<file path="src/rtl/bmhq_pkg.sv">
package bmhq_pkg;

  // Default sizing
  localparam int DEF_CAPACITY = 256;
  localparam int DEF_KEY_BITS = 24;
  localparam int DEF_TAG_BITS = 9;

  // Operation carried on the input tuser
  typedef enum logic {
    OP_INSERT  = 1'b0,
    OP_EXTRACT = 1'b1
  } op_t;

  // Result status carried on the output tuser
  typedef enum logic [1:0] {
    ST_OK    = 2'd0,
    ST_EMPTY = 2'd1,
    ST_FULL  = 2'd2
  } status_t;

endpackage

</file>
<file path="src/rtl/bmhq_ctrl.sv">
module bmhq_ctrl #(
  parameter int CAPACITY = bmhq_pkg::DEF_CAPACITY,
  parameter int KEY_BITS = bmhq_pkg::DEF_KEY_BITS,
  parameter int TAG_BITS = bmhq_pkg::DEF_TAG_BITS,
  localparam int AW      = $clog2(CAPACITY),
  localparam int CW      = $clog2(CAPACITY + 1),
  localparam int EW      = KEY_BITS + TAG_BITS
) (
  input  logic                clk,
  input  logic                rst_n,
  // request side
  input  logic                in_valid,
  output logic                in_ready,
  input  bmhq_pkg::op_t       in_op,
  input  logic [KEY_BITS-1:0] in_key,
  input  logic [TAG_BITS-1:0] in_tag,
  // result side
  output logic                res_valid,
  input  logic                res_ready,
  output logic [KEY_BITS-1:0] res_key,
  output logic [TAG_BITS-1:0] res_tag,
  output bmhq_pkg::status_t   res_status,
  output logic [CW-1:0]       res_count,
  // heap memory
  output logic                wr_en,
  output logic [AW-1:0]       wr_addr,
  output logic [EW-1:0]       wr_data,
  output logic                rd_a_en,
  output logic [AW-1:0]       rd_a_addr,
  input  logic [EW-1:0]       rd_a_data,
  output logic                rd_b_en,
  output logic [AW-1:0]       rd_b_addr,
  input  logic [EW-1:0]       rd_b_data
);

  localparam int IW = AW + 2;  // child index may reach 2*CAPACITY

  typedef enum logic [2:0] {
    S_IDLE,
    S_UP_RD,
    S_UP_CMP,
    S_EX_LD,
    S_DN_RD,
    S_DN_CMP,
    S_RESP
  } state_t;

  state_t               state_r, state_nxt;
  logic [KEY_BITS-1:0]  cur_key_r, cur_key_nxt;
  logic [TAG_BITS-1:0]  cur_tag_r, cur_tag_nxt;
  logic [AW-1:0]        pos_r, pos_nxt;
  logic [CW-1:0]        cnt_r, cnt_nxt;
  logic [KEY_BITS-1:0]  res_key_r, res_key_nxt;
  logic [TAG_BITS-1:0]  res_tag_r, res_tag_nxt;
  bmhq_pkg::status_t    res_status_r, res_status_nxt;

  logic                 in_fire;
  logic                 is_full;
  logic [AW-1:0]        par_idx;
  logic [IW-1:0]        lc_idx;
  logic [IW-1:0]        rc_idx;
  logic                 lc_ok;
  logic                 rc_ok;
  logic [KEY_BITS-1:0]  a_key;
  logic [KEY_BITS-1:0]  b_key;
  logic [KEY_BITS-1:0]  best_key;
  logic                 take_l;
  logic                 take_r;
  logic [EW-1:0]        cur_entry;

  assign in_ready  = (state_r == S_IDLE);
  assign in_fire   = in_valid && in_ready;
  assign is_full   = (cnt_r == CW'(CAPACITY));

  // tree navigation around the hole position
  assign par_idx   = (pos_r - AW'(1)) >> 1;
  assign lc_idx    = {1'b0, pos_r, 1'b1};
  assign rc_idx    = lc_idx + IW'(1);
  assign lc_ok     = lc_idx < IW'(cnt_r);
  assign rc_ok     = rc_idx < IW'(cnt_r);

  // entries are packed key over tag
  assign a_key     = rd_a_data[EW-1:TAG_BITS];
  assign b_key     = rd_b_data[EW-1:TAG_BITS];
  assign cur_entry = {cur_key_r, cur_tag_r};

  // sift-down pick: left wins on strict less, right on strict less than that
  assign take_l    = a_key < cur_key_r;
  assign best_key  = take_l ? a_key : cur_key_r;
  assign take_r    = rc_ok && (b_key < best_key);

  // memory addressing
  always_comb begin
    rd_a_en   = 1'b0;
    rd_b_en   = 1'b0;
    rd_a_addr = '0;
    rd_b_addr = AW'(cnt_r - CW'(1));
    wr_addr   = pos_r;
    unique case (state_r)
      S_IDLE: begin
        // root and last entry for an extract
        rd_a_en = in_fire && (in_op == bmhq_pkg::OP_EXTRACT) && (cnt_r != '0);
        rd_b_en = rd_a_en;
      end
      S_UP_RD: begin
        rd_a_en   = (pos_r != '0);
        rd_a_addr = par_idx;
      end
      S_DN_RD: begin
        rd_a_en   = lc_ok;
        rd_a_addr = lc_idx[AW-1:0];
        rd_b_en   = rc_ok;
        rd_b_addr = rc_idx[AW-1:0];
      end
      default: begin
      end
    endcase
  end

  // sequencer next state
  always_comb begin
    state_nxt      = state_r;
    cur_key_nxt    = cur_key_r;
    cur_tag_nxt    = cur_tag_r;
    pos_nxt        = pos_r;
    cnt_nxt        = cnt_r;
    res_key_nxt    = res_key_r;
    res_tag_nxt    = res_tag_r;
    res_status_nxt = res_status_r;
    wr_en          = 1'b0;
    wr_data        = cur_entry;
    unique case (state_r)
      S_IDLE: begin
        if (in_fire) begin
          res_key_nxt    = '0;
          res_tag_nxt    = '0;
          res_status_nxt = bmhq_pkg::ST_OK;
          if (in_op == bmhq_pkg::OP_INSERT) begin
            if (is_full) begin
              res_status_nxt = bmhq_pkg::ST_FULL;
              state_nxt      = S_RESP;
            end else begin
              cur_key_nxt = in_key;
              cur_tag_nxt = in_tag;
              pos_nxt     = cnt_r[AW-1:0];
              cnt_nxt     = cnt_r + CW'(1);
              state_nxt   = S_UP_RD;
            end
          end else begin
            if (cnt_r == '0) begin
              res_status_nxt = bmhq_pkg::ST_EMPTY;
              state_nxt      = S_RESP;
            end else begin
              cnt_nxt   = cnt_r - CW'(1);
              state_nxt = S_EX_LD;
            end
          end
        end
      end
      S_UP_RD: begin
        // at the root the climb ends
        if (pos_r == '0) begin
          wr_en     = 1'b1;
          state_nxt = S_RESP;
        end else begin
          state_nxt = S_UP_CMP;
        end
      end
      S_UP_CMP: begin
        if (a_key > cur_key_r) begin
          // parent moves down into the hole
          wr_en     = 1'b1;
          wr_data   = rd_a_data;
          pos_nxt   = par_idx;
          state_nxt = S_UP_RD;
        end else begin
          wr_en     = 1'b1;
          state_nxt = S_RESP;
        end
      end
      S_EX_LD: begin
        res_key_nxt = a_key;
        res_tag_nxt = rd_a_data[TAG_BITS-1:0];
        if (cnt_r == '0) begin
          state_nxt = S_RESP;
        end else begin
          cur_key_nxt = b_key;
          cur_tag_nxt = rd_b_data[TAG_BITS-1:0];
          pos_nxt     = '0;
          state_nxt   = S_DN_RD;
        end
      end
      S_DN_RD: begin
        // leaf reached: drop the moving entry here
        if (!lc_ok) begin
          wr_en     = 1'b1;
          state_nxt = S_RESP;
        end else begin
          state_nxt = S_DN_CMP;
        end
      end
      S_DN_CMP: begin
        if (take_r) begin
          wr_en     = 1'b1;
          wr_data   = rd_b_data;
          pos_nxt   = rc_idx[AW-1:0];
          state_nxt = S_DN_RD;
        end else if (take_l) begin
          wr_en     = 1'b1;
          wr_data   = rd_a_data;
          pos_nxt   = lc_idx[AW-1:0];
          state_nxt = S_DN_RD;
        end else begin
          wr_en     = 1'b1;
          state_nxt = S_RESP;
        end
      end
      S_RESP: begin
        if (res_ready) begin
          state_nxt = S_IDLE;
        end
      end
      default: begin
        state_nxt = S_IDLE;
      end
    endcase
  end

  always_ff @(posedge clk) begin
    if (!rst_n) begin
      state_r <= S_IDLE;
      cnt_r   <= '0;
    end else begin
      state_r <= state_nxt;
      cnt_r   <= cnt_nxt;
    end
    cur_key_r    <= cur_key_nxt;
    cur_tag_r    <= cur_tag_nxt;
    pos_r        <= pos_nxt;
    res_key_r    <= res_key_nxt;
    res_tag_r    <= res_tag_nxt;
    res_status_r <= res_status_nxt;
  end

  assign res_valid  = (state_r == S_RESP);
  assign res_key    = res_key_r;
  assign res_tag    = res_tag_r;
  assign res_status = res_status_r;
  assign res_count  = cnt_r;

`ifndef NO_ASSERTIONS
  // a write never shares a cycle with a read, so no forwarding is needed
  a_no_rw_overlap: assert property (@(posedge clk) disable iff (!rst_n)
    !(wr_en && (rd_a_en || rd_b_en)))
    else $error("memory write overlaps a read");

  // the fill count stays within the store
  a_cnt_range: assert property (@(posedge clk) disable iff (!rst_n)
    cnt_r <= CW'(CAPACITY))
    else $error("entry count beyond capacity");

  // a dropped insert leaves the count at capacity
  a_full_cnt: assert property (@(posedge clk) disable iff (!rst_n)
    res_valid && (res_status == bmhq_pkg::ST_FULL) |-> is_full)
    else $error("full status with free slots");

  // an accepted beat changes the count by at most one
  a_cnt_step: assert property (@(posedge clk) disable iff (!rst_n)
    in_fire |=> (cnt_r == $past(cnt_r)) || (cnt_r == $past(cnt_r) + CW'(1))
             || (cnt_r == $past(cnt_r) - CW'(1)))
    else $error("count moved by more than one");

  // an empty result carries zero key and tag
  a_empty_zero: assert property (@(posedge clk) disable iff (!rst_n)
    res_valid && (res_status == bmhq_pkg::ST_EMPTY) |-> (res_key == '0) && (res_tag == '0))
    else $error("empty status with nonzero data");
`endif

endmodule

</file>
<file path="config.mk">
export PLATFORM = sky130hd
export DESIGN_NAME = bmhq_ctrl
export DESIGN_NICKNAME = d
export VERILOG_FILES = /design/src/rtl/bmhq_pkg.sv /design/src/rtl/bmhq_ctrl.sv
export SDC_FILE = /design/constraint.sdc
export NUM_CORES = 1
export LEC_CHECK = 0
export ABC_AREA = 0
export BUFFER_PORTS_ARGS = -buffer_cell sky130_fd_sc_hd__buf_2
export CAP_MARGIN = 20
export CORE_MARGIN = 5
export CORE_UTILIZATION = 27
export DETAILED_ROUTE_END_ITERATION = 10
export PLACE_DENSITY = 0.55
export REMOVE_ABC_BUFFERS = 1
export SETUP_SLACK_MARGIN = 0.4
export SKIP_CTS_REPAIR_TIMING = 1
export SLEW_MARGIN = 20
export SYNTH_ARGS = -nofsm -noshare
export SYNTH_HDL_FRONTEND = slang
export SYNTH_SLANG_ARGS = --single-unit
</file>
<file path="constraint.sdc">
create_clock -name clk -period 15.5 [get_ports clk]
set_input_delay 2.325 -clock clk [delete_from_list [all_inputs] [get_ports clk]]
set_output_delay 2.325 -clock clk [all_outputs]
set_load 0.02 [all_outputs]
</file>
==> results of run 1 <==
==> final timing paths <==
path	start	endpoint	cells past startpoint
min reg2reg	res_count[8]$_SDFFE_PN0P_	res_count[8]$_SDFFE_PN0P_	2
max reg2reg	cur_key_r[15]$_DFFE_PP_	wr_addr[4]$_DFFE_PP_	16
min	res_count[8]$_SDFFE_PN0P_	res_count[8]$_SDFFE_PN0P_	2
max	rd_a_data[27]	wr_data[9]	17
==> per-stage QoR <==
stage / hold WS [ns] / power, mW
floorplan: 0.627 / 1.40
global placement: 0.564 / 1.86
detailed placement: 0.580 / 1.90
CTS: 0.591 / 2.13
global route: 0.655 / 2.28
finish: 0.599 / 2.11
==> state kept, by name (all words and copies together), names as in the netlist <==
| register | count |
|---|---|
| cur_tag_r | 9 |
| res_status | 2 |
| res_count | 9 |
| res_tag | 9 |
| state_r | 3 |
| wr_addr | 8 |
| cur_key_r | 24 |
| res_key | 24 |
==> cells by family after synthesis <==
group,after synthesis,synth area share
flops,88,0.339
mux,47,0.0647
compound gates,159,0.130
buf+inv,105,0.0581
simple gates,394,0.265
xor+xnor,25,0.0294
fa+ha+maj,68,0.114
==> power breakdown <==
| group | internal (mW) | total, mW | switching, mW | leakage, nW |
|---|---|---|---|---|
| Combinational | 0.498 | 1.37 | 0.876 | 3.21 |
| Clock | 0.110 | 0.224 | 0.113 | 0.130 |
| Sequential | 0.396 | 0.509 | 0.113 | 0.835 |
| Total | 1.00 | 2.11 | 1.10 | 4.17 |
==> synthesized netlist by cell type (all sizes together) (7+ instances only) <==
| cell | n |
|---|---|
| edfxtp | 76 |
| mux2i | 38 |
| clkbuf | 46 |
| xnor2 | 18 |
| a21oi | 67 |
| dfxtp | 12 |
| or3 | 30 |
| nand3 | 61 |
| nor3 | 13 |
| inv | 45 |
| buf | 14 |
| xor2 | 7 |
| o21a | 7 |
| nand2 | 147 |
| nand4 | 12 |
| o21ai | 44 |
| mux2 | 9 |
| nor2 | 30 |
| and3 | 69 |
| ha | 68 |
==> worst min-delay path, delay by kind of cell (launching register included) <==
kind / cells / cell delay (ns)
AOI/OAI and AO/OA: 2 / 0.17
DFF: 1 / 0.39
==> layer usage <==
layer	global-route usage	part of all wire	up-vias
met2	0.284	0.47	212
met3	0.0400	0.062	29
met5	0	0.0015	-
met4	0.0374	0.013	6
met1	0.220	0.46	3425
li1	-	-	3543
==> layout by cell type, fill, tap and decap left out, types with 7 or more instances in the layout <==
cell type  instances
a21oi_1           67
and3_1            69
buf_2            209
clkbuf_16          9
dfxtp_1           11
edfxtp_1          76
ha_1              68
inv_1             45
mux2_2             9
mux2i_1           38
nand2_1          145
nand3_1           60
nand4_1           11
nor2_1            27
nor3_1            12
o21a_1             7
o21ai_0           36
o21ai_1            8
or3_1             30
xnor2_1           18
xor2_1             7
==> area by class of cell <==
type	instances	area, um^2	area share
multi-input cells	693	4530	0.498
flip-flops and latches	88	2520	0.277
repair buffers	217	1130	0.125
well taps	372	465	0.0511
clock buffers	9	225	0.0247
inverters	45	169	0.0186
clock inverters	7	53.8	0.00591
==> metrics.cfg, run 1 <==
[run_status]
status=finished, final reports clean

[layout]
antenna_cells=0
drive_gt1_frac=0.246
layout.cells.non_filler=1431
nFillCells=2931
nNetsFinal=1226
fin_util=0.336
syn_to_final_growth_pct=22.2
final_cell_area_um2=9100

[global_routing]
antenna_found_initial=3
grt_pass1_wl_mm=41.2
grt_overflow=0
track_usage=0.169
grt_max_degree=76
grt_pass1_vias=7211

[synth]
async_flop_share=0
synthFlopType=edfxtp_1
synth_area_um2=7450
yosysTopAreaCell=edfxtp_1
synth_edf_count=76
synth.top_cell.area_share=0.306
ys_warn_count=0
seq_area_frac_synth=0.339
synthTopCellsByArea=edfxtp_1, ha_1, nand2_1
ys_ff_latch=88
netlist_instances=886
synth.avg_cell_area_um2=8.41
synth_cell_types=59

[setup_path]
critPathBufInv=3
cp_cell_sequence=buf_2 -> ha_1 -> nand4_1 -> nor2_1 -> a221oi_1 -> and3_1 -> mux2i_1 -> ha_1 -> a21o_1 -> a21o_1 -> a221oi_1 -> o2111ai_1 -> nor3_4 -> buf_4 -> mux2i_1 -> o221ai_1 -> buf_2
cpPeakStageDelay_ns=0.95
regToRegSetupSlack_ns=9.28
crit_family=simple AND/OR/NAND/NOR gates
critPathKind=input pin to primary output
path_max_fanout=40
end_kind=primary output
cpMaxStageDelayCell=and3_1
startpoint_type=input pin
critPathArrivalTime_ns=7.56
crit_required_ns=13.18

[drt]
drt-initial-drc-count=471
detail_route.wl_per_cell_um=18.8
drtAntennaViolNets=0
vias=7215
viasPerCell=5.04
drt_wl_total_mm=26.8
first_pass_iters=5
drc=0

[clock_tree]
cts.htree.levels=3
cts_buffers=9
ctsRootBufferMaster=clkbuf_16
clk-insertion-delay-late_ns=0.36
cts.sinks=88
clockBufferDepth=2
cts_tree=yes
clkSlewWorstSetupHoldPaths_ns=0.08

[power_and_ir_drop]
leakage_nw=4.17
power_density_nw_per_um2=231
ir_drop_uv=70.3

[timing]
finalHoldViolations=0
slew_headroom=0.280
min_period_ns=9.89
tightest_slew_ns=1.08
rsz0062_at_grt=false
report.final.slew_viol_count=0
period_share=0.638
layout_setup_ws_ns=5.61
setup_viol=0
fmaxAchievable_mhz=101
fin_setup_tns_ns=0
skew_ns=0.00733

[die]
fp.dieH_um=176
core_area_um2=27100
dieArea_um2=31000
pin_count=210
die_w_um=176
rows=60
start_util=0.275

[placed_design]
post-place-ws_ns=5.58
port_buffers=209
gp_congestion=0.837
hpwl_mm=19.2
placedCellCount=1415
placed_area_um2=8820

[flow_run]
maxCapViolations=0

[worst_hold_path]
hp-class=flip-flop to flip-flop

(Power assumes the default switching activity.)
==> run 2: changes to the inputs <==
ABC_AREA = 1   (was 0)
clock period = 9.4 ns   (was 15.5 ns; I/O delays follow)
==> run 2 against run 1 <==
- sequential power is 62% higher
- highest routed layer unchanged
- critical endpoint is now wr_data[20]
- final area is 0.95% lower
- critical path type unchanged
- sequential cell count stayed put
- synthesized cell count is 16% higher
- count of clock-buffer cells in the layout stayed put
- largest power group unchanged
==> metrics.cfg, run 2 <==
[setup_path]
cpMaxStageDelayCell=nand3_2
crit_cells=20  ; +3
reg2regPathDepth=21  ; +5
cp_cell_sequence=buf_2 -> ha_1 -> a21oi_1 -> o21ai_0 -> nor2_1 -> nand3_2 -> o21ai_0 -> ha_1 -> a21oi_1 -> nor2_1 -> a211oi_1 -> o221ai_1 -> nand2_1 -> o2111ai_1 -> nor2_1 -> nand2_4 -> a21oi_1 -> o21ai_0 -> nand3_1 -> buf_2
critPathArrivalTime_ns=6.03  ; -1.53 ns
crit_required_ns=7.99  ; -5.19 ns
startpoint_type=input pin
crit_end=wr_data[20]
crit_start=rd_a_data[30]
crit_family=compound AO/OA/AOI/OAI gates
path_max_fanout=80  ; +100%
critPathBufInv=2  ; -1
end_kind=primary output
r2r_start=cur_key_r[13]$_DFFE_PP_
critPathKind=input pin to primary output
reg2reg_to=wr_addr[2]$_DFFE_PP_
regToRegSetupSlack_ns=4.23  ; -5.05 ns
cpPeakStageDelay_ns=0.64  ; -0.31 ns

[worst_hold_path]
hold_start=res_count[0]$_SDFFE_PN0P_
hp-class=flip-flop to flip-flop
hold_depth=2  ; unchanged

[clock_tree]
clk-insertion-delay-late_ns=0.35  ; about the same
cts_tree=yes
cts.htree.levels=3  ; unchanged
ctsRootBufferMaster=clkbuf_16
cts.sinks=88  ; unchanged
clkSlewWorstSetupHoldPaths_ns=0.08  ; about the same
clockBufferDepth=2  ; unchanged
cts_buffers=9  ; unchanged

[timing]
min_period_ns=7.44
holdWs_ns=0.624  ; +0.0250 ns
period_share=0.792
finalHoldViolations=0  ; unchanged
setup_viol=0  ; unchanged
fin_setup_tns_ns=0  ; unchanged
slew_headroom=0.270  ; -0.0103
fmaxAchievable_mhz=134
skew_ns=0.0106  ; +0.00327 ns
tightest_slew_ns=1.09  ; +0.0129 ns
report.final.slew_viol_count=0  ; unchanged
rsz0062_at_grt=false

[die]
die_w_um=175  ; -0.45%
pin_count=210  ; unchanged
start_util=0.274  ; -0.00107
rows=60  ; unchanged
fp.dieH_um=175  ; -0.45%
dieArea_um2=30700  ; -0.89%
core_area_um2=27000  ; -0.55%

[layout]
layout.cells.non_filler=1552  ; +8.5%
most-common-layout-cells=nand2_1, buf_2, inv_1
nFillCells=2954  ; +0.78%
drive_gt1_frac=0.216  ; -0.0301
final_common_cell=nand2_1
nNetsFinal=1378  ; +12%
syn_to_final_growth_pct=22.2  ; about the same
antenna_cells=0  ; unchanged

[drt]
first_pass_iters=5  ; unchanged
vias=7599  ; +5.3%
drt-initial-drc-count=549  ; +17%
drtAntennaViolNets=0  ; unchanged
drc=0  ; unchanged
detail_route.wl_per_cell_um=17.0  ; -9.3%
viasPerCell=4.90  ; -2.9%
drt_wl_total_mm=26.4  ; -1.7%

[global_routing]
grt_overflow=0  ; unchanged
antenna_found_initial=3  ; unchanged
grt_pass1_vias=7576  ; +5.1%
grt_max_degree=81  ; +6.6%
grt_pass1_wl_mm=41.4  ; +0.30%
track_usage=0.168  ; -0.000457

[synth]
synth.avg_cell_area_um2=7.20  ; -14%
ys_ff_latch=88  ; unchanged
seq_area_frac_synth=0.342  ; +0.00321
synth.top_cell.area_share=0.309  ; +0.00291
synth_area_um2=7380  ; -0.94%
async_flop_share=0  ; unchanged
ys_warn_count=0  ; unchanged
netlist_instances=1025  ; +16%
ys_top_cells_by_count=nand2_1, inv_1, nor2_1, o21ai_0, edfxtp_1
yosysTopAreaCell=edfxtp_1
synth_edf_count=76  ; unchanged
post-synth-top-count-cell=nand2_1
synthFlopType=edfxtp_1
synthTopCellsByArea=edfxtp_1, nand2_1, ha_1
synth_cell_types=43  ; -27%

[placed_design]
hpwl_mm=19.5  ; +1.4%
placedCellCount=1536  ; +8.6%
port_buffers=209  ; unchanged
gp_congestion=0.878  ; +4.9%

[run_status]
status=finished, final reports clean

[flow_run]
maxCapViolations=0  ; unchanged

[power_and_ir_drop]
ir_drop_uv=221  ; +210%
power_density_nw_per_um2=389  ; +68%
leakage_nw=4.46  ; +6.8%

==> run 2: cell count changes in the layout (fill, tap and decap cells not counted), moves of 30 or more <==
cell,change
nor2_1,+57
nand2_1,+123
a22oi_1,+33
inv_1,+78
mux2i_1,-38
o21ai_0,+48
or3_1,-30
and3_1,-68
==> run 2: layout make-up <==
class                      count  area, um^2  share of cell area
inverter                     130         488              0.0541
clock inverter                 7        52.6             0.00583
clock buffer                   9         225              0.0250
tap                          341         427              0.0473
sequential                    88        2520               0.280
timing repair buffer         215        1090               0.121
multi-input combinational    762        4210               0.467
==> run 2: per-stage QoR <==
step	util	area (um^2)	setup WS, ns	power (mW)
floorplan	-	7180	2.92	2.35
global placement	0.324	8740	1.90	3.15
detailed placement	0.324	8740	1.84	3.17
CTS	0.335	9020	1.86	3.54
global route	0.335	9020	1.32	3.85
finish	0.335	9020	1.96	3.51
==> run 2: where the power goes <==
group,internal [mW],total (mW),switching [mW]
clock network,0.182,0.362,0.180
logic,0.706,2.32,1.61
registers,0.667,0.825,0.158
total,1.56,3.51,1.95
==> run 2: tightest hold or removal path: stages, from the launching register on <==
cell and delay [ns]:
dfxtp_1 0.38, inv_2 0.13, a21oi_1 0.07
==> run 2: how the worst min path moves through the flow <==
stage | to | slack [ns]
after floorplan | res_count[0]$_SDFFE_PN0P_ | 0.63
after global placement | res_count[0]$_SDFFE_PN0P_ | 0.61
after detailed placement | res_count[0]$_SDFFE_PN0P_ | 0.61
after CTS | res_count[0]$_SDFFE_PN0P_ | 0.62
after global routing | res_count[0]$_SDFFE_PN0P_ | 0.65
final | res_count[0]$_SDFFE_PN0P_ | 0.62
==> run 2: cells by family after synthesis <==
group | Yosys count | synth area share
AND/OR/NAND/NOR | 451 | 0.255
adder cells (fa/ha/maj) | 68 | 0.115
AO/OA/AOI/OAI | 226 | 0.174
XOR/XNOR | 17 | 0.0202
flip-flops | 88 | 0.342
buffers and inverters | 175 | 0.0931
==> run 2: layer usage <==
metal  part of all wire  vias up  global-route usage
met5             0.0013        -                   0
met4              0.018        6              0.0416
met3              0.062       33              0.0396
met2               0.47      225               0.292
met1               0.45     3517               0.211
li1                   -     3818                   -
